File: config.mk
export PLATFORM = sky130hd
export DESIGN_NAME = snpid_mul
export DESIGN_NICKNAME = d
export VERILOG_FILES = /design/src/design/snpid_pkg.sv /design/src/design/snpid_mul.sv
export SDC_FILE = /design/constraint.sdc
export NUM_CORES = 2
export LEC_CHECK = 0
export BUFFER_PORTS_ARGS = -buffer_cell sky130_fd_sc_hd__clkbuf_2
export CAP_MARGIN = 30
export CORE_MARGIN = 8
export CORE_UTILIZATION = 59
export DETAILED_ROUTE_END_ITERATION = 6
export GPL_TIMING_DRIVEN = 0
export HOLD_SLACK_MARGIN = 0.1
export PLACE_DENSITY = 0.8
export SYNTH_ARGS = -nofsm -noshare
export SYNTH_HDL_FRONTEND = slang
export SYNTH_SLANG_ARGS = --single-unit
File: constraint.sdc
create_clock -name clock -period 14.7 [get_ports clock]
set_input_delay 2.94 -clock clock [delete_from_list [all_inputs] [get_ports clock]]
set_output_delay 2.94 -clock clock [all_outputs]
set_load 0.02 [all_outputs]
File: src/design/snpid_pkg.sv
package snpid_pkg;

   // Fixed-point formats
   localparam int DATA_W    = 32;                // Q16.16 data
   localparam int FRAC_BITS = 16;
   localparam int WFRAC     = 24;                // Q8.24 weights
   localparam int RATE_W    = 16;
   localparam int DBAND_W   = 31;

   // Working widths
   localparam int XW     = DATA_W + 2;           // error differences
   localparam int SABS_W = DATA_W + 2;           // sum of weight magnitudes
   localparam int QW     = WFRAC + 1;            // normalised weight magnitude
   localparam int WNW    = WFRAC + 2;            // signed normalised weight
   localparam int REM_W  = SABS_W + 2;
   localparam int SUM_W  = 40;
   localparam int MA_W   = 64;
   localparam int DIG_W  = 16;
   localparam int NDIG   = 3;
   localparam int MB_W   = DIG_W * NDIG;
   localparam int PROD_W = MA_W + MB_W;

   localparam int NTERM = 3;
   localparam int TERM_W = 2;

   localparam int REQ_DATA_W = 2 * DATA_W;
   localparam int CSR_ADDR_W = 3;

   localparam logic signed [DATA_W-1:0] W_INIT  = DATA_W'(1677722);
   localparam logic [MA_W-1:0]          MAG_CAP = MA_W'(1) << 62;

   typedef enum logic [1:0] {
      SH_WGT  = 2'd0,   // normalised weight product
      SH_DATA = 2'd1,   // data-unit product and gain
      SH_RATE = 2'd2    // learning rate into Q8.24
   } shift_type;

   typedef struct packed {
      logic                   start;
      logic signed [MA_W-1:0] a;
      logic signed [MB_W-1:0] b;
      shift_type              sh;
   } mul_req_type;

   typedef struct packed {
      logic                   done;
      logic signed [MA_W-1:0] res;
   } mul_rsp_type;

   typedef struct packed {
      logic              start;
      logic [DATA_W-1:0] num;
      logic [SABS_W-1:0] den;
   } div_req_type;

   typedef struct packed {
      logic          done;
      logic [QW-1:0] quo;
   } div_rsp_type;

endpackage

File: src/design/snpid_mul.sv
module snpid_mul (
   input  logic                     clock,
   input  logic                     reset,
   input  snpid_pkg::mul_req_type   mul_req,
   output snpid_pkg::mul_rsp_type   mul_rsp
);
   import snpid_pkg::*;

   typedef enum logic [1:0] {M_IDLE, M_RUN, M_OUT} mstate_type;

   mstate_type              state_ff;
   logic [MA_W-1:0]         ma_ff;
   logic [MB_W-1:0]         mb_ff;
   logic                    neg_ff;
   shift_type               sh_ff;
   logic [PROD_W-1:0]       acc_ff;
   logic [1:0]              dig_ff;
   logic                    done_ff;
   logic signed [MA_W-1:0]  res_ff;

   logic [DIG_W-1:0]        digit;
   logic [MA_W+DIG_W-1:0]   pp;
   logic [PROD_W-1:0]       shifted;
   logic [MA_W-1:0]         mag;
   logic [MA_W-1:0]         a_mag;
   logic [MB_W-1:0]         b_mag;

   always_comb begin
      a_mag = mul_req.a[MA_W-1] ? MA_W'(-mul_req.a) : MA_W'(mul_req.a);
      b_mag = mul_req.b[MB_W-1] ? MB_W'(-mul_req.b) : MB_W'(mul_req.b);
      digit = mb_ff[dig_ff*DIG_W +: DIG_W];
      pp    = (MA_W+DIG_W)'(ma_ff) * (MA_W+DIG_W)'(digit);
      unique case (sh_ff)
         SH_WGT:  shifted = acc_ff >> WFRAC;
         SH_DATA: shifted = acc_ff >> FRAC_BITS;
         SH_RATE: shifted = acc_ff >> (FRAC_BITS + RATE_W - WFRAC);
         default: shifted = acc_ff;
      endcase
      // magnitude capped at 2^62
      mag = (shifted > PROD_W'(MAG_CAP)) ? MAG_CAP : shifted[MA_W-1:0];
   end

   always_ff @(posedge clock) begin
      if (reset) begin
         state_ff <= M_IDLE;
         done_ff  <= 1'b0;
      end else begin
         done_ff <= 1'b0;
         unique case (state_ff)
            M_IDLE: begin
               if (mul_req.start) begin
                  ma_ff    <= a_mag;
                  mb_ff    <= b_mag;
                  neg_ff   <= mul_req.a[MA_W-1] ^ mul_req.b[MB_W-1];
                  sh_ff    <= mul_req.sh;
                  acc_ff   <= '0;
                  dig_ff   <= 2'(NDIG - 1);
                  state_ff <= M_RUN;
               end
            end
            M_RUN: begin
               // top digit first
               acc_ff <= (acc_ff << DIG_W) + PROD_W'(pp);
               if (dig_ff == '0) state_ff <= M_OUT;
               else dig_ff <= dig_ff - 2'd1;
            end
            M_OUT: begin
               res_ff   <= neg_ff ? -$signed(mag) : $signed(mag);
               done_ff  <= 1'b1;
               state_ff <= M_IDLE;
            end
            default: state_ff <= M_IDLE;
         endcase
      end
   end

   assign mul_rsp.done = done_ff;
   assign mul_rsp.res  = res_ff;

endmodule

; Yosys cells after proc, flatten, opt, wreduce, memory -nomap -nowiden
; Cells that the tools add are included.
[totals]
register_bits = 296
inputBits = 117
out_inout_bits = 65
elab_cells = 51
[op_classes]
add_sub_neg = 5
n_mul = 1
n_lt_le_gt_ge = 1
n_eq_ne = 7
shifts = 1
n_mux = 14
n_bitwise = 2
reduce_logical = 9
[op_table]
columns = operator, count
row1 = case mux 112 bit (3 select lines), 1
row2 = case mux 112 bit (2 select lines), 1
row3 = two-way mux 64 bit, 2
row4 = negator 64 bit, 2
row5 = adder 112 x 80 -> 112 bit, 1
row6 = "greater-than comparator 112 x 63 -> 1 bit, second input constant", 1
row7 = two-way mux 112 bit, 1
row8 = multiplier 64 x 16 -> 80 bit, 1
row9 = two-way mux 63 bit, 1
row10 = negator 48 bit, 1
row11 = indexed part select 48 x 7 -> 16 bit, 1
row12 = two-way mux 47 bit, 1
row13 = two-way mux 2 bit, 4
row14 = case mux 2 bit (2 select lines), 2
row15 = zero test 2 bit, 3
row16 = "inequality test 2 bit, second input constant", 3
row17 = AND reduction 3 bit, 2
row18 = "== test 2 x 1 -> 1 bit, second input constant", 2
row19 = "== test 2 bit, second input constant", 2
row20 = AND reduction 2 bit, 2
row21 = AND reduction 4 bit, 1
row22 = nonzero test 2 bit, 1
row23 = "subtractor 2 x 1 -> 2 bit, second input constant", 1
row24 = two-way mux 1 bit, 1
row25 = 2 further kinds, 2

; Longest topological paths before layout
[depth]
depth_word = 6
depth_mapped = 32
depth_no_buf = 28

; Worst setup path before layout
; Ideal clock, no wire load.
[synth_timing]
path_type = input to register
from = input port reset
to = register ma_ff[0] (enable)
setup_ps = 917
arrival_ps = 14891
t_required_ps = 13783
slack_ps = -1108
path_stages = 1
n_path_buf = 0
cell_sequence = nor4b_1
[synth_via]
elab_chain_len = 2
[synth_lines]
columns = item, line
row1 = start: declaration, snpid_mul.sv:3  ; input logic reset,
row2 = inverter 1 bit (no source line), -
row3 = AND reduction 3 bit (no source line), -
row4 = end signal: assignment, snpid_mul.sv:52  ; ma_ff <= a_mag;
row5 = end: declaration, snpid_mul.sv:12  ; logic [MA_W-1:0] ma_ff;
; Every way passes these cells.
; A chain may end at the register's enable or synchronous reset.

; Worst setup path in the final report
[layout_timing]
from = register dig_ff[1]
to = register acc_ff[82] (data pin)
[layout_via]
elab_chain_len = 4
[layout_lines]
columns = item, line
row1 = start: declaration, snpid_mul.sv:17  ; logic [1:0] dig_ff;
row2 = start signal: assignment, snpid_mul.sv:57  ; dig_ff <= 2'(NDIG - 1);
row3 = start signal: assignment, snpid_mul.sv:65  ; else dig_ff <= dig_ff - 2'd1;
row4 = indexed part select 48 x 7 -> 16 bit, snpid_mul.sv:31  ; digit = mb_ff[dig_ff*DIG_W +: DIG_W];
row5 = multiplier 64 x 16 -> 80 bit, snpid_mul.sv:32  ; pp = (MA_W+DIG_W)'(ma_ff) * (MA_W+DIG_W)'(digit);
row6 = adder 112 x 80 -> 112 bit, snpid_mul.sv:63  ; acc_ff <= (acc_ff << DIG_W) + PROD_W'(pp);
row7 = case mux 112 bit (2 select lines), snpid_mul.sv:49  ; unique case (state_ff)
row8 = end signal: assignment, snpid_mul.sv:63
row9 = end: declaration, snpid_mul.sv:16  ; logic [PROD_W-1:0] acc_ff;
; Every way passes these cells.

==> metrics.txt <==
IO Port Bufs=180; initial antenna violation count=12; Max-Cap Viols=0; Critical Path AT=11.78 ns; status=completed; Slew Viols, Final=0; Max FO, Critical Path=11; final net count=slightly above 7000; H-tree levels=2; Initial Utilization=59.6%; leading cell type by number of instances after synthesis=inv_1; vias in the first global route=43300; worst slack, placed=approximately 3.3 ns; clk_lat worst skew=0.61 ns; vias per inst=5.95; Max Fclk=87.4 MHz; met3 global-route usage=10.7%; Ys Warns=0; PnR worst setup slack=roughly 3.3 ns; clock root cell=clkbuf_16; DIE AREA=96000 um^2; First DRT Iteration DRCs=4143; grt met2 use=61.0%; share of layout cells above drive strength 1=7.35%; PostCTS Resize Cnt=0; post-layout min period=roughly 11 ns; number of flops mapped to enable cells by yosys=293; post-route clock skew=approximately 0.032 ns; die width=a little over 300 um; Setup Buffers After CTS=0; final setup fails=0; Crit. End Element=flop; filler cell count in the final layout=7272; Netlist cell types=72; Die Y=310 um; flops & latches, synth=a little under 300; mapped cell area=approximately 51000 um^2; Post-synth top flop=edfxtp_1; CTS Hold Bufs=0; final hold vios=0; CP Class=flop to flop; Tot GR Track Use=38.4%; I/O Pins=182; via count=41700; placed instance area=54000 um^2; Remaining DRCs=0; CTS Sinks=about 300; CTS Buf Count=37; Final Cycle Share=77.8%; final wirelength=182000 um; max_slew headroom=26.0%; Final ANT Viol Nets=0; first-pass GRT wire length=271000 um; syn_nets=between 6000 and 7000; Worst Hold Class=flop to flop; post-synthesis sequential area ratio=~17%; startpoint types=flop; post-synth top area share=36.6%; Worst Max-Slew Pin Slew=between 1 and 1.5 ns; M1 GR Usage=45.7%; Gate Count Post-Synth=5552; Clock Path Buffers=3; most frequent cells after synthesis=inv_1, fa_1, nand2_1, and2_1, edfxtp_1; CTS clk-pin slew, worst paths=0.06 ns; Syn Area/Cell=9.17 um^2; Core Footprint=85400 um^2; area grow syn2layout=8.57%; TritonCTS clock tree=done; Critical Path RT=approximately 15 ns; Async SR Flop Fraction=0%; DR WL/cell=26.0 um; GRT overflow=0; # rows=107; GPL Wtd Cong=1.03; Synth area leaders=fa_1, edfxtp_1, inv_1; post-route cell area=55300 um^2; drt pass-1 iters=6; largest net degree at the start of global routing=18; post-synth top area cell=fa_1; GRT Max-Usage Layer=met2; DP HPWL=153000 um; unrepaired setup endpoints after global routing=false
metal layers:
metal	up-vias	routed length, um
li1	17800	-
met1	20500	63500
met2	2748	82100
met3	667	20600
met4	4	16000
met5	-	27
layout by cell type (no fill, tap or decap), types with 12 or more instances in the layout:
master / n
a21o_1: 49
a21oi_1: 129
a221o_1: 12
a31oi_1: 17
and2_1: 365
and3_1: 15
buf_2: 17
buf_6: 21
buf_8: 29
clkbuf_1: 263
clkbuf_16: 37
clkbuf_2: 180
diode_2: 17
edfxtp_1: 293
fa_1: 930
ha_1: 172
inv_1: 1192
mux2i_1: 29
mux4_2: 63
nand2_1: 893
nand2b_1: 26
nand3_1: 51
nand4_1: 49
nor2_1: 212
nor2b_1: 15
nor3_1: 63
nor4_1: 33
o21a_1: 13
o21ai_0: 125
o21ai_2: 15
o21bai_1: 22
o31ai_1: 51
o41ai_1: 23
or2_2: 22
or3_1: 31
or4_1: 26
xnor2_1: 160
xor2_1: 60
critical path, cell delays in order (launching register included):
cell and delay (ns):
edfxtp_1 0.33, clkbuf_1 0.61, inv_1 0.30, nor2_1 0.50, clkbuf_1 0.42, nand2_1 0.14, o21ai_2 0.44, clkbuf_1 0.83
and2_1 0.26, fa_1 0.45, fa_1 0.54, fa_1 0.55, fa_1 0.54, fa_1 0.55, inv_1 0.06, fa_1 0.53
inv_1 0.04, ha_1 0.27, clkbuf_1 0.34, nand2_1 0.21, nor3_1 0.81, nand4_1 0.29, or3_1 0.38, o32ai_1 0.47
a21oi_1 0.41, o21ai_0 0.57, a311oi_1 0.17, a21boi_0 0.15
stage by stage:
step	setup TNS, ns	hold WS [ns]	instances	util (%)
after floorplan	0	0.506	5552	-
after global placement	-70.44	0.524	6876	62.4
after detailed placement	0	0.576	6928	63.3
after CTS	0	0.583	6994	64.6
after global routing	0	0.618	7002	64.7
final	0	0.584	7014	64.7
area by class of cell:
class | instances | area (um^2) | share of cell area, %
clock inverter | 22 | 234 | 0.423
timing repair buffer | 235 | 1610 | 2.91
sequential | 296 | 8860 | 16.0
inverter | 1193 | 4480 | 8.10
clock buffer | 44 | 952 | 1.72
buffer | 281 | 1090 | 1.97
tap | 1144 | 1430 | 2.59
antenna | 17 | 42.5 | 0.0769
multi-input combinational | 3782 | 36600 | 66.2
final timing paths:
check                            startpoint    endpoint  slack [ns]  cells after the start
worst max-delay path              dig_ff[1]  acc_ff[82]        3.26                     27
worst min-delay path            state_ff[1]     done_ff        0.58                      1
worst min register to register  state_ff[1]     done_ff        0.58                      1
worst max register to register    dig_ff[1]  acc_ff[82]        3.26                     27
registers in the layout, indices dropped and copies added (netlist names):
register  count
acc_ff      112
neg_ff        1
res_ff       64
dig_ff        2
sh_ff         2
ma_ff        64
done_ff       1
mb_ff        48
state_ff      2
cells by family after synthesis:
kind of cell / synth area share, %
adders and majority gates: 40.8
buffers and inverters: 10.9
xor gates and xnor gates: 3.78
AOI/OAI and AO/OA: 6.63
DFF: 17.4
and+or+nand+nor: 17.1
muxes: 3.42
Power is not shown: default switching activity piles up to over one toggle a cycle in this logic, so the estimate is an artifact.
