==> src/design/snpid_pkg.sv <==
package snpid_pkg;

   // Fixed-point formats
   localparam int DATA_W    = 32;                // Q16.16 data
   localparam int FRAC_BITS = 16;
   localparam int WFRAC     = 24;                // Q8.24 weights
   localparam int RATE_W    = 16;
   localparam int DBAND_W   = 31;

   // Working widths
   localparam int XW     = DATA_W + 2;           // error differences
   localparam int SABS_W = DATA_W + 2;           // sum of weight magnitudes
   localparam int QW     = WFRAC + 1;            // normalised weight magnitude
   localparam int WNW    = WFRAC + 2;            // signed normalised weight
   localparam int REM_W  = SABS_W + 2;
   localparam int SUM_W  = 40;
   localparam int MA_W   = 64;
   localparam int DIG_W  = 16;
   localparam int NDIG   = 3;
   localparam int MB_W   = DIG_W * NDIG;
   localparam int PROD_W = MA_W + MB_W;

   localparam int NTERM = 3;
   localparam int TERM_W = 2;

   localparam int REQ_DATA_W = 2 * DATA_W;
   localparam int CSR_ADDR_W = 3;

   localparam logic signed [DATA_W-1:0] W_INIT  = DATA_W'(1677722);
   localparam logic [MA_W-1:0]          MAG_CAP = MA_W'(1) << 62;

   typedef enum logic [1:0] {
      SH_WGT  = 2'd0,   // normalised weight product
      SH_DATA = 2'd1,   // data-unit product and gain
      SH_RATE = 2'd2    // learning rate into Q8.24
   } shift_type;

   typedef struct packed {
      logic                   start;
      logic signed [MA_W-1:0] a;
      logic signed [MB_W-1:0] b;
      shift_type              sh;
   } mul_req_type;

   typedef struct packed {
      logic                   done;
      logic signed [MA_W-1:0] res;
   } mul_rsp_type;

   typedef struct packed {
      logic              start;
      logic [DATA_W-1:0] num;
      logic [SABS_W-1:0] den;
   } div_req_type;

   typedef struct packed {
      logic          done;
      logic [QW-1:0] quo;
   } div_rsp_type;

endpackage

==> src/design/snpid_div.sv <==
module snpid_div (
   input  logic                     clock,
   input  logic                     reset,
   input  snpid_pkg::div_req_type   div_req,
   output snpid_pkg::div_rsp_type   div_rsp
);
   import snpid_pkg::*;

   typedef enum logic {D_IDLE, D_RUN} dstate_type;

   dstate_type        state_ff;
   logic [REM_W-1:0]  rem_ff;
   logic [SABS_W-1:0] den_ff;
   logic [QW-1:0]     quo_ff;
   logic [4:0]        cnt_ff;
   logic              done_ff;

   logic              ge;
   logic [REM_W-1:0]  rem_sub;

   // restoring step: one quotient bit a cycle
   always_comb begin
      ge      = rem_ff >= REM_W'(den_ff);
      rem_sub = ge ? rem_ff - REM_W'(den_ff) : rem_ff;
   end

   always_ff @(posedge clock) begin
      if (reset) begin
         state_ff <= D_IDLE;
         done_ff  <= 1'b0;
      end else begin
         done_ff <= 1'b0;
         unique case (state_ff)
            D_IDLE: begin
               if (div_req.start) begin
                  rem_ff   <= REM_W'(div_req.num);
                  den_ff   <= div_req.den;
                  cnt_ff   <= 5'(QW - 1);
                  state_ff <= D_RUN;
               end
            end
            D_RUN: begin
               rem_ff <= rem_sub << 1;
               quo_ff <= {quo_ff[QW-2:0], ge};
               if (cnt_ff == '0) begin
                  done_ff  <= 1'b1;
                  state_ff <= D_IDLE;
               end else begin
                  cnt_ff <= cnt_ff - 5'd1;
               end
            end
            default: state_ff <= D_IDLE;
         endcase
      end
   end

   assign div_rsp.done = done_ff;
   assign div_rsp.quo  = quo_ff;

endmodule

==> config.mk <==
export PLATFORM = sky130hd
export DESIGN_NAME = snpid_div
export DESIGN_NICKNAME = d
export VERILOG_FILES = /design/src/design/snpid_pkg.sv /design/src/design/snpid_div.sv
export SDC_FILE = /design/constraint.sdc
export NUM_CORES = 1
export LEC_CHECK = 0
export CORE_UTILIZATION = 58
export DETAILED_ROUTE_END_ITERATION = 16
export DONT_BUFFER_PORTS = 1
export PLACE_DENSITY = 0.8
export SYNTH_ARGS = -nofsm -noshare
export SYNTH_HDL_FRONTEND = slang
export SYNTH_SLANG_ARGS = --single-unit
==> constraint.sdc <==
create_clock -name clock -period 3.9 [get_ports clock]
set_input_delay 0.39 -clock clock [delete_from_list [all_inputs] [get_ports clock]]
set_output_delay 0.39 -clock clock [all_outputs]
set_load 0.05 [all_outputs]
Yosys cells after proc, flatten, opt, wreduce, memory -nomap -nowiden
Index checks and enable logic that the tools add are counted.

storage, ports and cells
  register bits = 102
  bits of input ports = 69
  output and inout port bits = 26
  word-level logic and storage cells = 29

operators by class
  muxes and demuxes = 10
  magnitude comparators = 1
  reductions and logical operators = 6
  equality and inequality tests = 2
  add/subtract/negate cells = 2
  bitwise operators = 2

operators by type and width
  cell                                               number
  case mux 36 bit (2 select lines)                   1
  >= comparator 36 x 34 -> 1 bit                     1
  two-way mux 36 bit                                 1
  two-way mux 35 bit                                 1
  subtractor 35 x 34 -> 35 bit                       1
  two-way mux 5 bit                                  2
  case mux 5 bit (2 select lines)                    1
  AND reduction 3 bit                                2
  zero test 5 bit                                    1
  subtractor 5 x 1 -> 5 bit (second input constant)  1
  != test 2 bit (second input constant)              2
  AND reduction 2 bit                                2
  two-way mux 1 bit                                  3
  inverter 1 bit                                     2
  case mux 1 bit (2 select lines)                    1
  OR reduction 2 bit                                 1

Logic depth before layout (Yosys ltp)
Gate-level depths: netlist (run 1).

  word-level depth = 3
  depth in mapped cells = 14
  depth with buffers taken out = 12

Worst setup path before layout (run 1)
No wires, ideal clock.

  path type = register to register
  from = register state_ff
  to = register cnt_ff[0], enable pin
  period minus slack after synthesis = 3.931 ns
  stages on the path, launching flop included = 4
  arrival time = 3.582 ns
  slack = -0.031 ns
  cell sequence = dfxtp_1 > clkbuf_1 > nor3b_1 > o21bai_1

between the ends
  word-level cells in the longest chain between the ends = 3

ends and longest elaborated chain
  item                                      line             RTL
  start, declared                           snpid_div.sv:11  dstate_type state_ff;
  start signal, assigned                    snpid_div.sv:29  state_ff <= D_IDLE;
  start signal, assigned                    snpid_div.sv:39  state_ff <= D_RUN;
  start signal, assigned                    snpid_div.sv:47  state_ff <= D_IDLE;
  inverter 1 bit                            n/a
  != test 2 bit (no source line)            n/a
  AND reduction 3 bit (no source line) (*)  n/a
  end signal, assigned                      snpid_div.sv:38  cnt_ff <= 5'(QW - 1);
  end signal, assigned                      snpid_div.sv:49  cnt_ff <= cnt_ff - 5'd1;
  end, declared                             snpid_div.sv:15  logic [4:0] cnt_ff;

Mark *: on every way between the ends. The rest lies on a longest branch, timed or not.
A chain may end at the register's enable or synchronous reset.

Final worst setup path (run 1)
  from = register rem_ff[14]
  to = register rem_ff[30], data pin

between the ends
  word-level cells in the longest chain between the ends = 3

ends and longest elaborated chain
  item                                                                                   line                              RTL
  start, declared                                                                        snpid_div.sv:12                   logic [REM_W-1:0] rem_ff;
  start signal, assigned                                                                 snpid_div.sv:36                   rem_ff <= REM_W'(div_req.num);
  start signal, assigned                                                                 snpid_div.sv:43                   rem_ff <= rem_sub << 1;
  subtractor 35 x 34 -> 35 bit / >= comparator 36 x 34 -> 1 bit (equally long branches)  snpid_div.sv:24, snpid_div.sv:23
  two-way mux 35 bit (*)                                                                 snpid_div.sv:24                   rem_sub = ge ? rem_ff - REM_W'(den_ff) : rem_ff;
  case mux 36 bit (2 select lines) (*)                                                   snpid_div.sv:33                   unique case (state_ff)

Marked as above.

==> results of run 1 <==
-- logic make-up after synthesis --
kind of cell | synth area share, %
AO/OA/AOI/OAI | 17.3
AND/OR/NAND/NOR | 15.9
buffers and inverters | 5.23
adder cells (fa/ha/maj) | 7.54
XOR/XNOR | 2.74
flip-flops | 50.1
multiplexers | 1.19
-- flip-flops by register name, summed over array words and instances (netlist names) --
signal	flops
cnt_ff	5
den_ff	34
done_ff	1
quo_ff	25
rem_ff	36
state_ff	1
-- worst max-delay path, cell delays in order (launching register included) --
cell      delay (ns)
edfxtp_1        0.42
ha_1            0.46
a21oi_1         0.11
o21ai_0         0.50
nor2_1          0.12
a211oi_1        0.64
a31oi_1         0.33
o21bai_1        0.24
mux2i_1         0.29
nand3_1         0.11
-- placed cells by master, fill, tap and decap left out, types with 6 or more instances in the layout --
cell type  instances
a31oi_1           23
buf_4              8
nand3_1           23
clkbuf_8          10
xnor2_1           13
nand2_1           69
nor3_1            18
edfxtp_1         100
a211oi_1           7
o21ai_0           29
a21o_1            22
inv_1             49
nand4_1           11
xor2_1             6
nor2b_1            8
ha_1              35
nor2_1            38
a21oi_1           32
-- worst min path at each step --
| stage | end | slack, ns | cells past startpoint |
|---|---|---|---|
| 2_1_floorplan | done_ff | 0.44 | 1 |
| 3_3_place_gp | done_ff | 0.47 | 1 |
| 3_5_place_dp | den_ff[8] | 0.49 | 0 |
| 4_1_cts | den_ff[30] | 0.07 | 0 |
| 5_1_grt | den_ff[33] | 0.06 | 0 |
| 6_report | den_ff[33] | 0.09 | 0 |
-- power by group through the flow --
stage                     clock network (mW)  registers (mW)  logic (mW)
after global routing                   0.753            1.41       0.825
final                                  0.700            1.40       0.746
after CTS                              0.714            1.40       0.737
after global placement                     0            1.42       0.711
after floorplan                            0            1.40       0.578
after detailed placement                   0            1.42       0.732
-- cell usage after synthesis, types with 16 or more instances --
master / instances / area, um^2
a31oi_1: 23 / 144
o21ai_0: 29 / 145
nand2_1: 69 / 259
nand3_1: 23 / 115
nor2_1: 39 / 146
clkbuf_1: 16 / 60.1
edfxtp_1: 100 / 3000
a21o_1: 22 / 165
inv_1: 49 / 184
nor3_1: 18 / 90.1
ha_1: 35 / 438
a21oi_1: 32 / 160
-- routing by layer --
layer,global-route usage [%],vias up
met5,0,-
met4,5.10,0
met3,7.14,17
met2,43.3,191
met1,36.9,2247
li1,-,2208
-- stage by stage --
| stage | util (%) | cell area (um^2) | hold slack [ns] | instances |
|---|---|---|---|---|
| 6_report | 64.2 | 6390 | 0.0868 | 732 |
| 4_1_cts | 64.2 | 6390 | 0.0718 | 732 |
| 3_3_place_gp | 62.2 | 6190 | 0.466 | 716 |
| 3_5_place_dp | 62.2 | 6190 | 0.489 | 716 |
| 2_1_floorplan | - | 6080 | 0.443 | 604 |
| 5_1_grt | 64.2 | 6390 | 0.0556 | 732 |
-- area by class of cell --
cell class                 count  area [um^2]
clock buffer                  11          141
clock inverter                 5         65.1
fill                         809         3560
inverter                      50          188
multi-input combinational    423         2730
sequential                   102         3040
tap                          133          166
timing repair buffer           8         60.1
==> metrics.md, run 1 <==
| Metric | Value |
|---|---|
| Critical Path Sink Type | flop |
| Rel. slew slack | 35.1% |
| Synth-to-Final Area Change | 5.23% |
| First-pass GRT wire length | 22900 um |
| Core ar. | 9950 um^2 |
| Crit start category | flop |
| Area of the die | 10900 um^2 |
| CP Data Required Time | 4.04 ns |
| Post-synth EDFFs | 100 |
| Sequential area share after synthesis | 50.1% |
| Top Layer Used | met4 |
| Library cells used by synthesis | 59 |
| Worst Max-Slew Pin Slew | 0.972 ns |
| Vias in the first global route | 4461 |
| H-tree depth | 3 |
| Overflow after GRT | 0 |
| Residual DRC | 0 |
| First DRT Iteration DRCs | 325 |
| Clock root buffer | clkbuf_8 |
| R2R depth | 9 |
| Wire length on met1 | 6430 um |
| CTS tree | yes |
| Fin crit period | 3.48 ns |
| Cell Area, Synth | 6080 um^2 |
| Drt first pass iters | 5 |
| Yosys reg bits | 102 |
| Yosys warns | 0 |
| FP Rows | 36 |
| GRT Overall Usage | 26.9% |
| TritonCTS Buffers | 9 |
| Clk pwr share | 24.6% |
| # diodes | 0 |
| Largest fanout on the critical path | 8 |
| Setup TNS Final | 0 ns |
| Hold_buf cts | 0 |
| Power Internal | 1.91 mW |
| Fraction of layout cells with a size suffix above 1 | 5.18% |
| Leak | 2.50 nW |
| Fmax | 0.288 GHz |
| Hold_sp | div_req[33] |
| Reg2Reg Setup Slack | 0.42 ns |
| IO Port Bufs | 0 |
| Reg power frac | 49.2% |
| Global placement routability congestion | 0.945 |
| Maximum root-to-sink buffer count | 2 |
| Status | completed |
| Final hold viol count | 0 |
| WP data arrival | 3.62 ns |
| VDD IR max | 0.454 mV |
| Vias | 4663 |
| Endpoints failing setup | 0 |
| Sw Pwr | 0.935 mW |
| Initial antenna violation count | 0 |
| Syn Inst Count | 604 |
| Initial Utilization | 61.0% |
| Maxcap violations | 0 |
| Final Routed Wirelength | 14100 um |
| Largest net degree at the start of global routing | 44 |
| Post-CTS Setup Inserts | 0 |
| Worst setup endpoint | rem_ff[30] |
| Metal3 WL | 899 um |
| Tot Pwr | 2.85 mW |
| Unrepaired setup endpoints after global routing | no |
| Final Cycle Share | 89.2% |
| Post-route ant nets | 0 |
| Post_cts resized | 0 |
| Reg2reg start | rem_ff[14] |
| Final setup margin | 0.423 ns |
| Clock Skew | 0.0117 ns |
| Syn Nets | 709 |
| Clk_lat worst skew | 0.39 ns |
| Via-to-Cell Ratio | 6.37 |
| Routed wire length per instance | 19.2 um |
| I/O pin count | 95 |
| Post-layout net count | 699 |
| Pwr Density | 445 nW/um^2 |
| DP HPWL | 10200 um |
| R2r endpoint | rem_ff[30] |
| CP startpoint | rem_ff[14] |
| Syn_area_per_cell | 10.1 um^2 |
| Die height | 104 um |
| Die X | 104 um |
| Ys async rst share | 0% |
| Min-Delay Path Class | in -> reg |
| Sw frac | 32.9% |
| Top_reg_cell synth | edfxtp_1 |
| Slew Viols, Final | 0 |
| Combinational fraction of design power | 26.2% |
| Dpl ws | 0.500 ns |
| TritonCTS Sinks | 102 |
| Wire length on met2 | 6610 um |
| Crit path kind | reg -> reg |
| Reg clk slew, reported paths | 0.10 ns |
No activity file was read; power rests on OpenSTA's default activity.
==> run 2, diff against run 1 <==
CORE_UTILIZATION = 30   (was 58)
PLACE_DENSITY = 0.49   (was 0.8)
SLEW_MARGIN = 20   (was unset)
==> metrics.md, run 2 (synthesis gave the netlist of run 1 again) <==
| Metric | Value |
|---|---|
| Status | completed (unchanged) |
| Slew Viols, Final | 0 (unchanged) |
| CTS tree | yes (unchanged) |
| Fraction of layout cells with a size suffix above 1 | 5.34% (was 5.18%) |
| Initial antenna violation count | 0 (unchanged) |
| Clk pwr share | 30.3% (was 24.6%) |
| Tot Pwr | 3.08 mW (was 2.85 mW) |
| Post-route ant nets | 0 (unchanged) |
| Area of the die | 20800 um^2 (was 10900 um^2) |
| Crit start category | flop (unchanged) |
| Global placement routability congestion | 0.840 (was 0.945) |
| Final Cycle Share | 88.6% (was 89.2%) |
| Maxcap violations | 0 (unchanged) |
| TritonCTS Buffers | 9 (unchanged) |
| Post-route cell area | 6680 um^2 (was 6390 um^2) |
| First DRT Iteration DRCs | 368 (was 325) |
| Pwr Density | 462 nW/um^2 (was 445 nW/um^2) |
| Post-placement cell count | 848 (was 716) |
| Min-Delay Path Class | in -> reg (unchanged) |
| Combinational fraction of design power | 24.5% (was 26.2%) |
| Cell area after placement | 6370 um^2 (was 6190 um^2) |
| Min Hold Slack | 0.113 ns (was 0.0868 ns) |
| Post_cts resized | 0 (unchanged) |
| Most frequent cells in the layout | 100 x edfxtp_1, 69 x nand2_1, 49 x inv_1, 38 x nor2_1, 35 x ha_1 (unchanged) |
| Final Routed Wirelength | 15700 um (was 14100 um) |
| Clock Skew | 0.00906 ns (was 0.0117 ns) |
| Post-CTS Setup Inserts | 0 (unchanged) |
| Worst Max-Slew Pin Slew | 0.931 ns (was 0.972 ns) |
| Rel. slew slack | 37.9% (was 35.1%) |
| Final Non-Filler Cells | 864 (was 732) |
| WP data arrival | 3.65 ns (was 3.62 ns) |
| Power Internal | 2.05 mW (was 1.91 mW) |
| Drt first pass iters | 5 (unchanged) |
| Sw Pwr | 1.03 mW (was 0.935 mW) |
| Reg power frac | 45.3% (was 49.2%) |
| IO Port Bufs | 0 (unchanged) |
| Fin crit period | 3.45 ns (was 3.48 ns) |
| Core ar. | 19700 um^2 (was 9950 um^2) |
| TritonCTS Sinks | 102 (unchanged) |
| FP Rows | 51 (was 36) |
| Number of fill cells in the layout | 2063 (was 809) |
| Clk_lat worst skew | 0.37 ns (was 0.39 ns) |
| Hold_buf cts | 0 (unchanged) |
| I/O pin count | 95 (unchanged) |
| Vias in the first global route | 4486 (was 4461) |
| DP HPWL | 11300 um (was 10200 um) |
| Setup TNS Final | 0 ns (unchanged) |
| Endpoints failing setup | 0 (unchanged) |
| Die height | 144 um (was 104 um) |
| Routed wire length per instance | 18.2 um (was 19.2 um) |
| Die X | 144 um (was 104 um) |
| Synth-to-Final Area Change | 9.93% (was 5.23%) |
| Via-to-Cell Ratio | 5.29 (was 6.37) |
| Reg clk slew, reported paths | 0.08 ns (was 0.10 ns) |
| VDD IR max | 0.188 mV (was 0.454 mV) |
| Dpl ws | 0.525 ns (was 0.500 ns) |
| Largest fanout on the critical path | 15 (was 8) |
| Final setup margin | 0.445 ns (was 0.423 ns) |
| Final hold viol count | 0 (unchanged) |
| Biggest regs | rem_ff: 36 flops, den_ff: 34 flops, quo_ff: 25 flops (unchanged) |
| GRT Overall Usage | 15.7% (was 26.9%) |
| # diodes | 0 (unchanged) |
| Overflow after GRT | 0 (unchanged) |
| Core Util, Final | 34.0% (was 64.2%) |
| Clock root buffer | clkbuf_16 (was clkbuf_8) |
| Residual DRC | 0 (unchanged) |
| CP Data Required Time | 4.10 ns (was 4.04 ns) |
| Maximum root-to-sink buffer count | 2 (unchanged) |
| Top reg by flops | rem_ff (unchanged) |
| Crit path kind | reg -> reg (unchanged) |
| Critical Path Sink Type | flop (unchanged) |
| Leak | 2.55 nW (was 2.50 nW) |
| First-pass GRT wire length | 24700 um (was 22900 um) |
| Unrepaired setup endpoints after global routing | no (unchanged) |
| Commonest non-fill, non-tap cell in the layout | edfxtp_1 (unchanged) |
| Sw frac | 33.5% (was 32.9%) |
| Largest net degree at the start of global routing | 52 (was 44) |
| Vias | 4570 (was 4663) |
| Max reg flops | 36 (unchanged) |
| Post-layout net count | 699 (unchanged) |
| Fmax | 0.289 GHz (was 0.288 GHz) |
| H-tree depth | 3 (unchanged) |
| Initial Utilization | 30.9% (was 61.0%) |
[run 2: changes by cell type in the layout (fill, tap and decap cells not counted), sizes merged]
cell / before / now
clkinv: 2 / 4
clkbuf: 11 / 9
inv: 52 / 53
bufinv: 1 / 0
[run 2: per-layer routing]
layer | vias up | GRT usage [%] | wire (um)
li1 | 2213 | - | -
met1 | 2192 | 21.1 | 7450
met2 | 145 | 24.5 | 7110
met3 | 20 | 3.51 | 878
met5 | - | 0 | 0
met4 | 0 | 5.98 | 295
[run 2: power groups by stage]
stage                     combinational [mW]  sequential (mW)  clock, mW
after detailed placement               0.751             1.42          0
after global routing                   0.847             1.41       1.00
after global placement                 0.740             1.42          0
after CTS                              0.756             1.40      0.967
final                                  0.755             1.40      0.933
after floorplan                        0.578             1.40          0
[run 2: final timing paths]
kind / cells past startpoint / slack, ns / end / start
hold / removal: 0 / 0.11 / den_ff[19] / div_req[19]
setup / recovery: 13 / 0.45 / rem_ff[3] / rem_ff[0]
hold reg to reg: 1 / 0.48 / done_ff / cnt_ff[4]
setup reg to reg: 13 / 0.45 / rem_ff[3] / rem_ff[0]
[run 2: layout make-up]
| type | instances | area, um^2 | share of cell area, % |
|---|---|---|---|
| timing repair buffer | 8 | 72.6 | 1.09 |
| inverter | 50 | 188 | 2.81 |
| clock buffer | 9 | 225 | 3.37 |
| sequential | 102 | 3040 | 45.6 |
| clock inverter | 7 | 83.8 | 1.26 |
| tap | 265 | 332 | 4.96 |
| multi-input combinational | 423 | 2730 | 40.9 |
[run 2: critical path, stage by stage, from the launching register on]
cell and delay (ns):
edfxtp_1 0.35, inv_1 0.04, ha_1 0.22, fa_1 0.38, nand2b_1 0.19, a21o_1 0.21, and3_1 0.20, nor3_1 0.42
nor4_2 0.11, or2_1 0.30, inv_2 0.28, buf_4 0.27, nand3_1 0.10, a31oi_1 0.20
==> run 3, diff against run 2 <==
ABC_AREA = 1   (was unset)
==> metrics.md, run 3 <==
| Metric | Value |
|---|---|
| Fmax | 0.354 GHz (was 0.289 GHz) |
| Post-synth EDFFs | 100 (unchanged) |
| Setup TNS Final | 0 ns (unchanged) |
| Post-Synth XOR/XNOR Area | 1.86% (was 2.74%) |
| VDD IR max | 0.179 mV (was 0.188 mV) |
| First-pass GRT wire length | 29700 um (was 24700 um) |
| Ys async rst share | 0% (unchanged) |
| Yosys warns | 0 (unchanged) |
| TritonCTS Sinks | 102 (unchanged) |
| Via-to-Cell Ratio | 4.46 (was 5.29) |
| I/O pin count | 95 (unchanged) |
| Post-CTS Setup Inserts | 0 (unchanged) |
| Status | completed (unchanged) |
| Final Routed Wirelength | 18900 um (was 15700 um) |
| R2r endpoint | rem_ff[2] (was rem_ff[3]) |
| Core Util, Final | 33.9% (was 34.0%) |
| Reg2Reg Setup Slack | 1.07 ns (was 0.45 ns) |
| Syn Inst Count | 961 (was 604) |
| Fraction of layout cells with a size suffix above 1 | 4.87% (was 5.34%) |
| Synth top cells by count | 365 x nand2_1, 187 x inv_1, 100 x edfxtp_1 (was 100 x edfxtp_1, 69 x nand2_1, 49 x inv_1) |
| Hold Path Stages | 0 (unchanged) |
| Fin crit period | 2.83 ns (was 3.45 ns) |
| Synth-to-Final Area Change | 9.50% (was 9.93%) |
| CP startpoint | rem_ff[0] (unchanged) |
| Largest net degree at the start of global routing | 40 (was 52) |
| Critical Path Sink Type | flop (unchanged) |
| WP data arrival | 2.95 ns (was 3.65 ns) |
| Crit start category | flop (unchanged) |
| Largest fanout on the critical path | 20 (was 15) |
| Initial Utilization | 30.9% (about the same) |
| Crit path largest cell delay | 0.43 ns (was 0.42 ns) |
| Reg clk slew, reported paths | 0.09 ns (was 0.08 ns) |
| # diodes | 0 (unchanged) |
| Syn_area_per_cell | 7.36 um^2 (was 10.1 um^2) |
| Max reg flops | 36 (unchanged) |
| Hold_sp | div_req[6] (was div_req[19]) |
| Vias in the first global route | 5573 (was 4486) |
| Mux cell area share after synthesis | 0% (was 1.19%) |
| Clk_lat worst skew | 0.37 ns (about the same) |
| Unrepaired setup endpoints after global routing | no (unchanged) |
| Top_reg_cell synth | edfxtp_1 (unchanged) |
| Synth Area in Adders | 6.48% (was 7.54%) |
| Global placement routability congestion | 0.913 (was 0.840) |
| Commonest non-fill, non-tap cell in the layout | nand2_1 (was edfxtp_1) |
| Cell Area, Synth | 7070 um^2 (was 6080 um^2) |
| CTS tree | yes (unchanged) |
| Post-synthesis compound-gate area fraction | 3.42% (was 17.3%) |
| Worst Max-Slew Pin Slew | 0.874 ns (was 0.931 ns) |
| First DRT Iteration DRCs | 425 (was 368) |
| GRT Overall Usage | 16.3% (was 15.7%) |
| Worst setup endpoint | rem_ff[2] (was rem_ff[3]) |
| Syn Nets | 1066 (was 709) |
| Initial antenna violation count | 0 (unchanged) |
| Overflow after GRT | 0 (unchanged) |
| DP HPWL | 14800 um (was 11300 um) |
| Critical path, cell by cell | inv_1 > ha_1 > fa_1 > inv_1 > nand3_1 > nand2_1 > nand4_2 > nand3_2 > nand2_2 > nand2_4 > buf_12 > nand2_1 > nand3_1 > nand2_1 (was inv_1 > ha_1 > fa_1 > nand2b_1 > a21o_1 > and3_1 > nor3_1 > nor4_2 > or2_1 > inv_2 > buf_4 > nand3_1 > a31oi_1) |
| FP Rows | 55 (was 51) |
| Ranking of synthesized cells by area | edfxtp_1 42%, nand2_1 19%, inv_1 9.9% (was edfxtp_1 49%, ha_1 7.2%, nand2_1 4.3%) |
| Post_cts resized | 0 (unchanged) |
| Critical path's most frequent cell | nand2_1 |
| Drt first pass iters | 4 (was 5) |
| Vias | 5710 (was 4570) |
| Pwr Density | 424 nW/um^2 (was 462 nW/um^2) |
| R2R depth | 14 (was 13) |
| Post-layout net count | 1066 (was 699) |
| Clock root buffer | clkbuf_16 (unchanged) |
| Crit path kind | reg -> reg (unchanged) |
| Die X | 156 um (was 144 um) |
| Final Cycle Share | 72.5% (was 88.6%) |
| Min-Delay Path Class | in -> reg (unchanged) |
| Reg2reg start | rem_ff[0] (unchanged) |
| Number of fill cells in the layout | 2498 (was 2063) |
| H-tree depth | 3 (unchanged) |
| Maximum root-to-sink buffer count | 2 (unchanged) |
| IO Port Bufs | 0 (unchanged) |
| Post-synth top area share | 42.5% (was 49.4%) |
| Slowest CP cell | fa_1 (was nor3_1) |
| Sequential area share after synthesis | 43.0% (was 50.1%) |
| Yosys reg bits | 102 (unchanged) |
| Maxcap violations | 0 (unchanged) |
| Final hold viol count | 0 (unchanged) |
| Largest family of logic cells by synthesized area | simple AND/OR/NAND/NOR gates (was compound AO/OA/AOI/OAI gates) |
| Top reg by flops | rem_ff (unchanged) |
| Most frequent cells in the layout | 365 x nand2_1, 187 x inv_1, 100 x edfxtp_1, 69 x nand3_1, 64 x nor2_1 (was 100 x edfxtp_1, 69 x nand2_1, 49 x inv_1, 38 x nor2_1, 35 x ha_1) |
| Rel. slew slack | 41.6% (was 37.9%) |
| Residual DRC | 0 (unchanged) |
| Top-count cell post-synth | nand2_1 (was edfxtp_1) |
| Leak | 3.82 nW (was 2.55 nW) |
| Routed wire length per instance | 14.8 um (was 18.2 um) |
| Post-synthesis simple-gate area fraction | 33.7% (was 15.9%) |
| Area of the die | 24200 um^2 (was 20800 um^2) |
| Slew Viols, Final | 0 (unchanged) |
| TritonCTS Buffers | 9 (unchanged) |
| Endpoints failing setup | 0 (unchanged) |
| Clock Skew | 0.0146 ns (was 0.00906 ns) |
| Leading area contributor after synthesis | edfxtp_1 (unchanged) |
| Library cells used by synthesis | 36 (was 59) |
| Post-route ant nets | 0 (unchanged) |
| Biggest regs | rem_ff: 36 flops, den_ff: 34 flops, quo_ff: 25 flops (unchanged) |
| CP Data Required Time | 4.02 ns (was 4.10 ns) |
| Hold_buf cts | 0 (unchanged) |
| Die height | 156 um (was 144 um) |
| Core ar. | 22800 um^2 (was 19700 um^2) |
-- run 3: cell types whose count changed after synthesis, moves of 16 or more --
cell	change
a31oi_1	-23
nor3_1	-16
nor2_1	+27
nand3_1	+46
nand3b_1	+21
nand2_1	+296
o21ai_0	-21
a21o_1	-22
inv_1	+138
-- run 3: how the worst min path moves through the flow --
stage	endpoint	slack (ns)
floorplan	den_ff[0]	0.49
global placement	den_ff[17]	0.49
detailed placement	den_ff[5]	0.49
CTS	den_ff[21]	0.10
global route	den_ff[21]	0.1
finish	den_ff[6]	0.11
-- run 3: cells by family (layout without fill, tap and decap cells) --
kind of cell               count (synthesis)  after routing
AOI/OAI and AO/OA                         44             44
xor gates and xnor gates                  15             15
buffers and inverters                    207            212
DFF                                      102            102
and+or+nand+nor                          557            557
adders and majority gates                 36             36
-- run 3: power breakdown --
part	switching, mW	total (mW)	leakage (nW)	internal, mW
logic	0.641	0.964	2.72	0.323
clock network	0.471	0.920	0.141	0.449
registers	0.0790	1.40	0.954	1.32
total	1.19	3.28	3.82	2.09
-- run 3: metrics by stage --
stage,cells,cell area [um^2],hold WS [ns],setup WS [ns],power [mW]
after floorplan,961,7070,0.489,0.904,2.13
after global placement,1262,7430,0.489,1.11,2.38
after detailed placement,1263,7450,0.489,1.08,2.38
after CTS,1279,7740,0.101,1.06,3.32
after global routing,1279,7740,0.0958,0.782,3.49
final,1279,7740,0.109,1.07,3.28
-- run 3: layout make-up --
| cell class | count | area [um^2] | share of cell area, % |
|---|---|---|---|
| Clock buffer | 9 | 225 | 2.91 |
| Clock inverter | 7 | 63.8 | 0.824 |
| Inverter | 188 | 706 | 9.11 |
| Multi-Input combinational cell | 652 | 3220 | 41.6 |
| Sequential cell | 102 | 3040 | 39.3 |
| Tap cell | 313 | 392 | 5.06 |
| Timing Repair Buffer | 8 | 92.6 | 1.20 |
-- run 3: routing by layer --
layer  track usage, %  part of all wire [%]  vias to the layer above
li1                 -                     -                     2998
met1             23.0                    51                     2564
met2             24.8                    43                      126
met3             2.81                   3.4                       22
met4             5.74                   2.2                        0
met5                0                     0                        -
-- run 3: worst max-delay path, delay by kind of cell, from the launching register on --
kind          cells  cell delay, ns
simple gates      9            1.22
buf+inv           3            0.35
fa+ha+maj         2            0.66
flops             1            0.32
